### src/rtl/nwmh_pkg.sv
// Package for the n-gram word hash core: widths, hash constants, shared types
// and rotate helpers. No dependencies.
`default_nettype none

package nwmh_pkg;

	localparam int unsigned WORD_W = 32;

	localparam logic [WORD_W-1:0] SEED_RESET = 32'd17;
	localparam logic [WORD_W-1:0] MIX_C1     = 32'hcc9e2d51;
	localparam logic [WORD_W-1:0] MIX_C2     = 32'h1b873593;
	localparam logic [WORD_W-1:0] FOLD_ADD   = 32'he6546b64;
	localparam logic [WORD_W-1:0] FIN_C1     = 32'h85ebca6b;
	localparam logic [WORD_W-1:0] FIN_C2     = 32'hc2b2ae35;

	// Controller states
	typedef enum logic [2:0] {
		ST_IDLE,
		ST_MIX1,
		ST_MIX2,
		ST_FOLD,
		ST_FIN1,
		ST_FIN2,
		ST_FIN3
	} state_t;

	// Operand selection for the shared multiplier
	typedef enum logic [1:0] {
		MUL_MIX1,
		MUL_MIX2,
		MUL_FIN1,
		MUL_FIN2
	} mul_op_t;

	// Commands from controller to datapath
	typedef struct packed {
		logic    load_word;
		logic    mul_en;
		mul_op_t mul_op;
		logic    fold;
		logic    load_out;
	} dp_cmd_t;

	// Status from datapath to controller
	typedef struct packed {
		logic last;
	} dp_status_t;

	function automatic logic [WORD_W-1:0] rotl15(input logic [WORD_W-1:0] v);
		return {v[WORD_W-16:0], v[WORD_W-1:WORD_W-15]};
	endfunction

	function automatic logic [WORD_W-1:0] rotl13(input logic [WORD_W-1:0] v);
		return {v[WORD_W-14:0], v[WORD_W-1:WORD_W-13]};
	endfunction

endpackage

`default_nettype wire

### src/rtl/nwmh_if.sv
// Valid/ready channel interfaces for the word input and the hash output.
// Depends on nwmh_pkg for the word width.
`default_nettype none

interface nwmh_word_if import nwmh_pkg::*; ();
	logic              valid;
	logic              ready;
	logic [WORD_W-1:0] word_index;
	logic              last_word;

	modport source (output valid, output word_index, output last_word, input ready);
	modport sink (input valid, input word_index, input last_word, output ready);
endinterface

interface nwmh_hash_if import nwmh_pkg::*; ();
	logic              valid;
	logic              ready;
	logic [WORD_W-1:0] hash_value;

	modport source (output valid, output hash_value, input ready);
	modport sink (input valid, input hash_value, output ready);
endinterface

`default_nettype wire

### src/rtl/nwmh_datapath.sv
// Datapath of the n-gram word hash: seed register, running hash and count,
// one shared 32x32 multiplier and the output hash register. Uses nwmh_pkg.
`default_nettype none

module nwmh_datapath import nwmh_pkg::*; (
	input  wire logic              clk,
	input  wire logic              arst_n,
	input  wire dp_cmd_t           cmd,
	output      dp_status_t        status,
	input  wire logic [WORD_W-1:0] word_index,
	input  wire logic              last_word,
	input  wire logic              cfg_wr_en,
	input  wire logic [WORD_W-1:0] cfg_wr_data,
	output      logic [WORD_W-1:0] hash_value
);

	logic [WORD_W-1:0] seed_q;
	logic [WORD_W-1:0] word_q;
	logic              last_q;
	logic [WORD_W-1:0] prod_q;
	logic [WORD_W-1:0] hash_q;
	logic [WORD_W-1:0] count_q;
	logic              mid_q;
	logic [WORD_W-1:0] out_q;

	logic [WORD_W-1:0] mul_a;
	logic [WORD_W-1:0] mul_b;
	logic [WORD_W-1:0] mul_p;
	logic [WORD_W-1:0] fin_x;
	logic [WORD_W-1:0] fold_in;
	logic [WORD_W-1:0] fold_rot;
	logic [WORD_W-1:0] hash_nxt;
	logic [WORD_W-1:0] count_nxt;

	// Seed register and the flag that an n-gram is in progress
	always_ff @(posedge clk or negedge arst_n) begin
		if (!arst_n) begin
			seed_q <= SEED_RESET;
			mid_q  <= 1'b0;
		end else begin
			if (cfg_wr_en) begin
				seed_q <= cfg_wr_data;
			end
			if (cmd.fold) begin
				mid_q <= ~last_q;
			end
		end
	end

	// Select multiplier operands for the current step
	always_comb begin
		fin_x = hash_q ^ count_q;
		unique case (cmd.mul_op)
			MUL_MIX1: begin
				mul_a = word_q;
				mul_b = MIX_C1;
			end
			MUL_MIX2: begin
				mul_a = rotl15(prod_q);
				mul_b = MIX_C2;
			end
			MUL_FIN1: begin
				mul_a = fin_x ^ (fin_x >> 16);
				mul_b = FIN_C1;
			end
			MUL_FIN2: begin
				mul_a = prod_q ^ (prod_q >> 13);
				mul_b = FIN_C2;
			end
			default: begin
				mul_a = word_q;
				mul_b = MIX_C1;
			end
		endcase
		mul_p = mul_a * mul_b;
	end

	// Fold the mixed word into the running hash: xor, rotate, times 5 plus constant
	always_comb begin
		fold_in   = (mid_q ? hash_q : seed_q) ^ prod_q;
		fold_rot  = rotl13(fold_in);
		hash_nxt  = fold_rot + {fold_rot[WORD_W-3:0], 2'b00} + FOLD_ADD;
		count_nxt = (mid_q ? count_q : '0) + WORD_W'(1);
	end

	// Payload registers
	always_ff @(posedge clk) begin
		if (cmd.load_word) begin
			word_q <= word_index;
			last_q <= last_word;
		end
		if (cmd.mul_en) begin
			prod_q <= mul_p;
		end
		if (cmd.fold) begin
			hash_q  <= hash_nxt;
			count_q <= count_nxt;
		end
		if (cmd.load_out) begin
			out_q <= prod_q ^ (prod_q >> 16);
		end
	end

	assign status.last = last_q;
	assign hash_value  = out_q;

endmodule

`default_nettype wire

### src/rtl/nwmh_ctrl.sv
// Controller of the n-gram word hash: sequences mix, fold and finalization
// steps and owns both channel handshakes. Uses nwmh_pkg.
`default_nettype none

module nwmh_ctrl import nwmh_pkg::*; (
	input  wire logic       clk,
	input  wire logic       arst_n,
	input  wire logic       word_valid,
	output      logic       word_ready,
	output      logic       hash_valid,
	input  wire logic       hash_ready,
	input  wire dp_status_t status,
	output      dp_cmd_t    cmd
);

	state_t state_q;
	state_t state_nxt;
	logic   out_valid_q;

	// State register and output valid flag
	always_ff @(posedge clk or negedge arst_n) begin
		if (!arst_n) begin
			state_q     <= ST_IDLE;
			out_valid_q <= 1'b0;
		end else begin
			state_q <= state_nxt;
			if (cmd.load_out) begin
				out_valid_q <= 1'b1;
			end else if (hash_ready) begin
				out_valid_q <= 1'b0;
			end
		end
	end

	// Next state and datapath commands
	always_comb begin
		state_nxt     = state_q;
		word_ready    = 1'b0;
		cmd.load_word = 1'b0;
		cmd.mul_en    = 1'b0;
		cmd.mul_op    = MUL_MIX1;
		cmd.fold      = 1'b0;
		cmd.load_out  = 1'b0;
		unique case (state_q)
			ST_IDLE: begin
				word_ready = 1'b1;
				if (word_valid) begin
					cmd.load_word = 1'b1;
					state_nxt     = ST_MIX1;
				end
			end
			ST_MIX1: begin
				cmd.mul_en = 1'b1;
				cmd.mul_op = MUL_MIX1;
				state_nxt  = ST_MIX2;
			end
			ST_MIX2: begin
				cmd.mul_en = 1'b1;
				cmd.mul_op = MUL_MIX2;
				state_nxt  = ST_FOLD;
			end
			ST_FOLD: begin
				cmd.fold  = 1'b1;
				state_nxt = status.last ? ST_FIN1 : ST_IDLE;
			end
			ST_FIN1: begin
				cmd.mul_en = 1'b1;
				cmd.mul_op = MUL_FIN1;
				state_nxt  = ST_FIN2;
			end
			ST_FIN2: begin
				cmd.mul_en = 1'b1;
				cmd.mul_op = MUL_FIN2;
				state_nxt  = ST_FIN3;
			end
			ST_FIN3: begin
				// hold until the output register is free
				if (!out_valid_q || hash_ready) begin
					cmd.load_out = 1'b1;
					state_nxt    = ST_IDLE;
				end
			end
			default: begin
				state_nxt = ST_IDLE;
			end
		endcase
	end

	assign hash_valid = out_valid_q;

endmodule

`default_nettype wire

### src/rtl/ngram_word_murmur_hash_core.sv
// N-gram word hash core (MurmurHash3 x86_32 style, word-count finalization).
// Steps: a word is taken in IDLE, then MIX1, MIX2 and FOLD run; a last word
// adds FIN1..FIN3, and FIN3 loads its hash into the output register.
// One shared multiplier serves all steps, so a new word is taken only in IDLE
// after those steps end; FIN3 holds while the old hash still waits on the output.
// Reset: arst_n clears the controller, the n-gram flag and loads seed 17.
`default_nettype none

module ngram_word_murmur_hash_core import nwmh_pkg::*; (
	input  wire logic              clk,
	input  wire logic              arst_n,
	nwmh_word_if.sink              word_ch,
	nwmh_hash_if.source            hash_ch,
	input  wire logic              cfg_wr_en,
	input  wire logic [WORD_W-1:0] cfg_wr_data
);

	dp_cmd_t    cmd;
	dp_status_t status;

	nwmh_ctrl u_ctrl (
		.clk        (clk),
		.arst_n     (arst_n),
		.word_valid (word_ch.valid),
		.word_ready (word_ch.ready),
		.hash_valid (hash_ch.valid),
		.hash_ready (hash_ch.ready),
		.status     (status),
		.cmd        (cmd)
	);

	nwmh_datapath u_datapath (
		.clk         (clk),
		.arst_n      (arst_n),
		.cmd         (cmd),
		.status      (status),
		.word_index  (word_ch.word_index),
		.last_word   (word_ch.last_word),
		.cfg_wr_en   (cfg_wr_en),
		.cfg_wr_data (cfg_wr_data),
		.hash_value  (hash_ch.hash_value)
	);

endmodule

`default_nettype wire

### src/flat_wrapper.sv
// flat-port wrapper written by rule: the top's interface ports become plain ports
module ngram_word_murmur_hash_core_flat import nwmh_pkg::*;
  (clk, arst_n, cfg_wr_en, cfg_wr_data, word_ch_valid, word_ch_word_index, word_ch_last_word, word_ch_ready, hash_ch_valid, hash_ch_hash_value, hash_ch_ready);
  nwmh_word_if word_ch_i ();
  nwmh_hash_if hash_ch_i ();
  input  wire logic clk;
  input  wire logic arst_n;
  input  wire logic cfg_wr_en;
  input  wire logic [WORD_W-1:0] cfg_wr_data;
  input wire logic [$bits(word_ch_i.valid)-1:0] word_ch_valid;
  input wire logic [$bits(word_ch_i.word_index)-1:0] word_ch_word_index;
  input wire logic [$bits(word_ch_i.last_word)-1:0] word_ch_last_word;
  output wire logic [$bits(word_ch_i.ready)-1:0] word_ch_ready;
  output wire logic [$bits(hash_ch_i.valid)-1:0] hash_ch_valid;
  output wire logic [$bits(hash_ch_i.hash_value)-1:0] hash_ch_hash_value;
  input wire logic [$bits(hash_ch_i.ready)-1:0] hash_ch_ready;
  assign word_ch_i.valid = word_ch_valid;
  assign word_ch_i.word_index = word_ch_word_index;
  assign word_ch_i.last_word = word_ch_last_word;
  assign word_ch_ready = word_ch_i.ready;
  assign hash_ch_valid = hash_ch_i.valid;
  assign hash_ch_hash_value = hash_ch_i.hash_value;
  assign hash_ch_i.ready = hash_ch_ready;
  ngram_word_murmur_hash_core u_core (.clk(clk), .arst_n(arst_n), .word_ch(word_ch_i), .hash_ch(hash_ch_i), .cfg_wr_en(cfg_wr_en), .cfg_wr_data(cfg_wr_data));
endmodule
### config.mk
export PLATFORM = sky130hd
export DESIGN_NAME = ngram_word_murmur_hash_core_flat
export DESIGN_NICKNAME = d
export VERILOG_FILES = /design/src/rtl/nwmh_pkg.sv /design/src/rtl/nwmh_if.sv /design/src/rtl/nwmh_datapath.sv /design/src/rtl/nwmh_ctrl.sv /design/src/rtl/ngram_word_murmur_hash_core.sv /design/src/flat_wrapper.sv
export SDC_FILE = /design/constraint.sdc
export NUM_CORES = 1
export LEC_CHECK = 0
export BUFFER_PORTS_ARGS = -buffer_cell sky130_fd_sc_hd__buf_4
export CORE_ASPECT_RATIO = 0.5
export CORE_MARGIN = 3
export CORE_UTILIZATION = 59
export CTS_BUF_LIST = sky130_fd_sc_hd__clkbuf_4 sky130_fd_sc_hd__clkbuf_8
export CTS_CLUSTER_SIZE = 25
export DETAILED_ROUTE_END_ITERATION = 16
export PLACE_DENSITY = 0.87
export SETUP_SLACK_MARGIN = 0.15
export SLEW_MARGIN = 20
export SYNTH_ARGS = -nofsm -noshare
export SYNTH_HDL_FRONTEND = slang
export SYNTH_SLANG_ARGS = --single-unit
### constraint.sdc
create_clock -name clk -period 9.5 [get_ports clk]
set_input_delay 1.9 -clock clk [delete_from_list [all_inputs] [get_ports clk]]
set_output_delay 1.9 -clock clk [all_outputs]
set_load 0.03 [all_outputs]
# Word-level counts from Yosys, hierarchy flattened
# Index checks and enable logic that the tools add are counted.
# totals
reg_bits	198
elab_cells	54
mem_bits_rw	0
mem_count	0
in_bits	70
rom_bits	0
latch_bits	0
# op_classes
reduce_logical	6
n_shift	0
n_eq_ne	11
div_mod_pow	0
addsub	3
n_bitwise	6
n_lt_le_gt_ge	0
mux	17
mul	1
# op_table
op	count
one-hot mux 32 bit (4 select lines)	2
2-to-1 mux 32 bit	2
bitwise XOR 32 x 16 -> 32 bit	2
bitwise XOR 32 bit	2
adder 32 x 1 -> 32 bit (second input constant)	1
adder 32 bit	1
adder 32 bit (second input constant)	1
multiplier 32 x 32 -> 32 bit	1
bitwise XOR 32 x 19 -> 32 bit	1
one-hot mux 3 bit (7 select lines)	1
one-hot mux 3 bit (4 select lines)	1
== test 3 bit (second input constant)	3
2-to-1 mux 3 bit	3
2-to-1 mux 1 bit	8
== test 3 x 2 -> 1 bit (second input constant)	2
== test 2 bit (second input constant)	2
!= test 2 bit (second input constant)	2
== test 3 x 1 -> 1 bit (second input constant)	1
zero test 3 bit	1
== test 2 x 1 -> 1 bit (second input constant)	1
zero test 2 bit	1
AND reduction 2 bit	1
nonzero test 2 bit	1
zero test 1 bit	1
other kinds (2)	2

# Logic depth before layout (Yosys ltp)
# depth
ltp_word	5
ltp_mapped	42

# Cells and area by module
# A second synthesis with hierarchy kept.
# hier_totals
cells_unflattened	2529
hier_area_um2	25798.5
# modules_own_cells
mod	area_each_um2	instances	cells_per_inst
nwmh_datapath	25545.8	1	2501
nwmh_ctrl	252.7	1	28

# Worst setup path before layout
# OpenSTA, ideal clock, no wires.
# synth_path
kind	reg-to-reg
startpoint	register u_core.u_ctrl.state_q[2]
endpoint	register u_core.u_datapath.prod_q[30] (data pin)
stages_incl_launch_ff	36
setup_time_ns	0.266
t_arrival_ns	8.695
required_time_ns	9.234
setup_slack_ns	0.539
cell_sequence	dfrtp_1 > buf_4 > nand3b_1 > buf_4 > o21ai_2 > inv_1 > buf_2 > buf_1 > ha_1 > buf_2 > buf_2 > nand2_1 > a41oi_1 > clkbuf_1 > nor2b_1 > fa_1 > fa_1 > inv_1 > fa_1 > fa_1 > inv_1 > fa_1 > fa_1 > fa_1 > fa_1 > ha_1 > a21o_1 > a21o_1 > a21oi_1 > o21ai_0 > a21oi_1 > o21ai_0 > o2111ai_1 > nand3_1 > o41ai_1 > xnor2_1
# synth_between
elab_chain_cells	5
# synth_rtl
item	line	source
start, declared	nwmh_ctrl.sv:16	state_t state_q;
start signal, assigned	nwmh_ctrl.sv:26	state_q <= state_nxt;
== test 3 bit (tied with other cells)	nwmh_ctrl.sv:44	unique case (state_q)
one-hot mux 3 bit (4 select lines) (*)	nwmh_ctrl.sv:44	
== test 2 bit (tied with other cells)	nwmh_datapath.sv:53	unique case (cmd.mul_op)
one-hot mux 32 bit (4 select lines)	nwmh_datapath.sv:53	
multiplier 32 x 32 -> 32 bit (*)	nwmh_datapath.sv:75	mul_p = mul_a * mul_b;
net u_core.u_datapath.mul_p[30]	nwmh_datapath.sv:28	logic [WORD_W-1:0] mul_p;
end signal, assigned	nwmh_datapath.sv:93	prod_q <= mul_p;
end, declared	nwmh_datapath.sv:20	logic [WORD_W-1:0] prod_q;
# The timed path passes the listed nets; every way through them passes the cells marked *. The select of a mux whose other input is x is not followed.
# A chain may end at the register's enable or synchronous reset.

# Final worst setup path
# layout_path
startpoint	register u_core.u_ctrl.state_q[2]
endpoint	register u_core.u_datapath.prod_q[31] (data pin)
# The elaborated chain is that of the path after synthesis.

==> impl_metrics.env <==
export IMPL_die_area_um2=46800
export IMPL_relSlewSlack_pct=28.5
export IMPL_grt_usage_pct=35.5
export IMPL_fp_coreArea_um2=42700
export IMPL_crit_arrival_ns=9.29
export IMPL_crit_slowest_cell="fa_1"
export IMPL_fin_skew_ns=0.0283
export IMPL_fin_crit_ns=9.04
export IMPL_layout_setup_ws_ns=0.464
export IMPL_syn_avg_cell_area_um2=10.1
export IMPL_tightest_slew_ns=1.07
export IMPL_layout_commonest_cell="inv_1"
export IMPL_synth_compound_area_share_pct=6.77
export IMPL_synth_edf_count=161
export IMPL_synth_seq_area_share_pct=22.2
export IMPL_viasPerCell=5.82
export IMPL_wl_per_cell_um=24.8
export IMPL_antennaDiodeCount=0
export IMPL_start_util_pct=60.9
export IMPL_finalMaxSlewViolations=0
export IMPL_synth_mux_area_share_pct=2.62
export IMPL_fp_row_count=53
export IMPL_hold_path_startpoint="u_core.u_datapath.status"
export IMPL_multiInputGateArea_um2=17600
export IMPL_finalWirelength_um=80600
export IMPL_drcViolationCount=0
export IMPL_met1Wirelength_um=31800
export IMPL_reg2reg_from="u_core.u_ctrl.state_q[2]"
export IMPL_synth_cell_area_um2=26000
export IMPL_status="complete, no violations"
export IMPL_fin_nets=3324
export IMPL_startpoint="u_core.u_ctrl.state_q[2]"
export IMPL_syn_inst=2562
export IMPL_final_cell_mix="inv_1, fa_1, ha_1"
export IMPL_cts_inserted_buffers=17
export IMPL_drv_cap=0
export IMPL_ys_warn_count=0
export IMPL_synth_distinct_cells=85
export IMPL_synthArstFlopShare_pct=18.7
export IMPL_dp_hpwl_um=67900
export IMPL_first_pass_iters=7
export IMPL_n_fill_cell=3272
export IMPL_synth_xor_area_share_pct=8.79
export IMPL_numPortBuffers=103
export IMPL_setup_violations=0
export IMPL_grt_max_degree=73
export IMPL_ant_nets=0
export IMPL_path_clk_slew_ns=0.12
export IMPL_die_height_um=154
export IMPL_end_kind="flip-flop"
export IMPL_clock_sinks=198
export IMPL_routed_wl_met3_um=10800
export IMPL_antenna_found_initial=2
export IMPL_synthToLayoutAreaGrowth_pct=8.17
export IMPL_cts_hold_buf=0
export IMPL_setup_tns_ns=0
export IMPL_ctsRootBufferMaster="clkbuf_8"
export IMPL_drive_gt1_share_pct=11.4
export IMPL_hold_path_class="flip-flop to flip-flop"
export IMPL_gp_congestion=1.04
export IMPL_wl_met2_um=34500
export IMPL_synth_top_family_by_area="adder cells"
export IMPL_register_area_um2=5770
export IMPL_synth_simple_area_share_pct=9.34
export IMPL_critPathKind="flip-flop to flip-flop"
export IMPL_cts_tree="built"
export IMPL_ios=104
export IMPL_hold_viol_final=0
export IMPL_required_ns=9.75
export IMPL_path_common_cell="fa_1"
export IMPL_regToRegSetupSlack_ns=0.46
export IMPL_overflow=0
export IMPL_synth_nets=3224
export IMPL_grt_pass1_vias=20000
export IMPL_synthAdderAreaFrac_pct=39.9
export IMPL_fin_crit_sh_pct=95.1
export IMPL_die_x_um=303
export IMPL_top_layer="met5"
export IMPL_dp_slack_ns=0.272
export IMPL_max_freq_mhz=111
export IMPL_dr_first_iter_drc_count=2140
export IMPL_path_max_fanout=30
export IMPL_cts_buffer_depth=2
export IMPL_finalInstanceArea_um2=28100
export IMPL_vias=18900
export IMPL_place_area_um2=27600
export IMPL_rsz0062_at_grt="false"
export IMPL_synth_flop_cell="edfxtp_1"
export IMPL_grt_pass1_wl_um=122000
export IMPL_fin_cells=3252
export IMPL_clock_latency_ns=0.50
export IMPL_place_inst=3211
export IMPL_cpPeakStageDelay_ns=0.64
export IMPL_yosys_register_bits=198
export IMPL_crit_path_start_kind="flip-flop"
export IMPL_h_tree_depth=4
==> metal layers <==
metal	vias up	global-route usage (%)
met5	-	0
met4	4	12.4
met3	267	11.2
met2	1177	52.7
met1	9329	49.5
li1	8136	-
==> final cells by class <==
cell class              count  share of cell area, %
clock buffers              17                  0.832
clock inverters            15                  0.641
inverters                 599                   8.08
multi-input cells        1673                   62.7
flip-flops and latches    198                   20.5
well taps                 577                   2.57
repair buffers            173                   4.66
==> worst max-delay path, delay by kind of cell, from the launching register on <==
kind                     cells  cell delay, ns
AO/OA/AOI/OAI                3            0.65
XOR/XNOR                     9            1.93
adder cells (fa/ha/maj)      9            4.42
buffers and inverters        6            0.87
flip-flops                   1            0.46
AND/OR/NAND/NOR              2            0.47
==> flip-flops by register name, indices dropped and copies added, names as in the netlist <==
signal and flops:
u_core.u_datapath.count_q 32, u_core.u_datapath.hash_q 32, u_core.u_datapath.hash_value 32, u_core.u_datapath.prod_q 32
u_core.u_datapath.seed_q 32, u_core.u_datapath.word_q 32, u_core.u_ctrl.state_q 3, u_core.u_ctrl.hash_valid 1
u_core.u_datapath.mid_q 1, u_core.u_datapath.status 1
==> cell usage after synthesis, drive strengths merged, types with 6 or more instances <==
cell type / number / area share [%]
inv: 591 / 8.6
fa: 396 / 31
ha: 196 / 9.4
nand2: 189 / 2.7
xnor2: 177 / 6.0
edfxtp: 161 / 19
nor2: 152 / 2.2
xor2: 77 / 2.7
a21oi: 63 / 1.3
clkbuf: 47 / 0.68
nand2b: 47 / 1.1
buf: 45 / 0.96
o21ai: 40 / 0.80
and2: 37 / 0.90
dfrtp: 35 / 3.4
mux2: 32 / 1.4
mux2i: 32 / 1.2
a21o: 26 / 0.75
nand3: 24 / 0.46
o21bai: 16 / 0.46
a221oi: 15 / 0.63
and3: 14 / 0.34
nor2b: 13 / 0.31
nor3: 13 / 0.27
o21a: 11 / 0.32
a31oi: 10 / 0.36
a211oi: 8 / 0.23
clkinv: 8 / 0.17
or3: 8 / 0.19
o31a: 7 / 0.27
a21boi: 6 / 0.17
and4: 6 / 0.20
nand4: 6 / 0.14
==> path summary, 6_finish.rpt <==
check / cells after the start / to
max: 29 / u_core.u_datapath.prod_q[31]
min: 2 / u_core.u_ctrl.state_q[2]
max reg2reg: 29 / u_core.u_datapath.prod_q[31]
min reg2reg: 2 / u_core.u_ctrl.state_q[2]
max in group asynchronous: 1 / u_core.u_datapath.seed_q[4]
min in group asynchronous: 1 / u_core.u_datapath.seed_q[12]
==> logic make-up after synthesis <==
kind of cell | count (synthesis)
fa+ha+maj | 592
compound gates | 238
simple gates | 524
mux | 64
buf+inv | 691
flops | 198
xor+xnor | 255
==> stage by stage <==
stage / hold slack (ns) / utilization [%]
after detailed placement: 0.502 / 64.5
after global routing: 0.538 / 65.8
after global placement: 0.486 / 64.5
after floorplan: 0.421 / -
final: 0.530 / 65.8
after CTS: 0.531 / 65.5
==> timing repair <==
action / CTS / global route
buffers inserted: 0 / 9
gates resized for setup: 0 / 18
endpoints found under the setup margin: 0 / 5
Power is not shown: default switching activity piles up to over one toggle a cycle in this logic, so the estimate is an artifact.
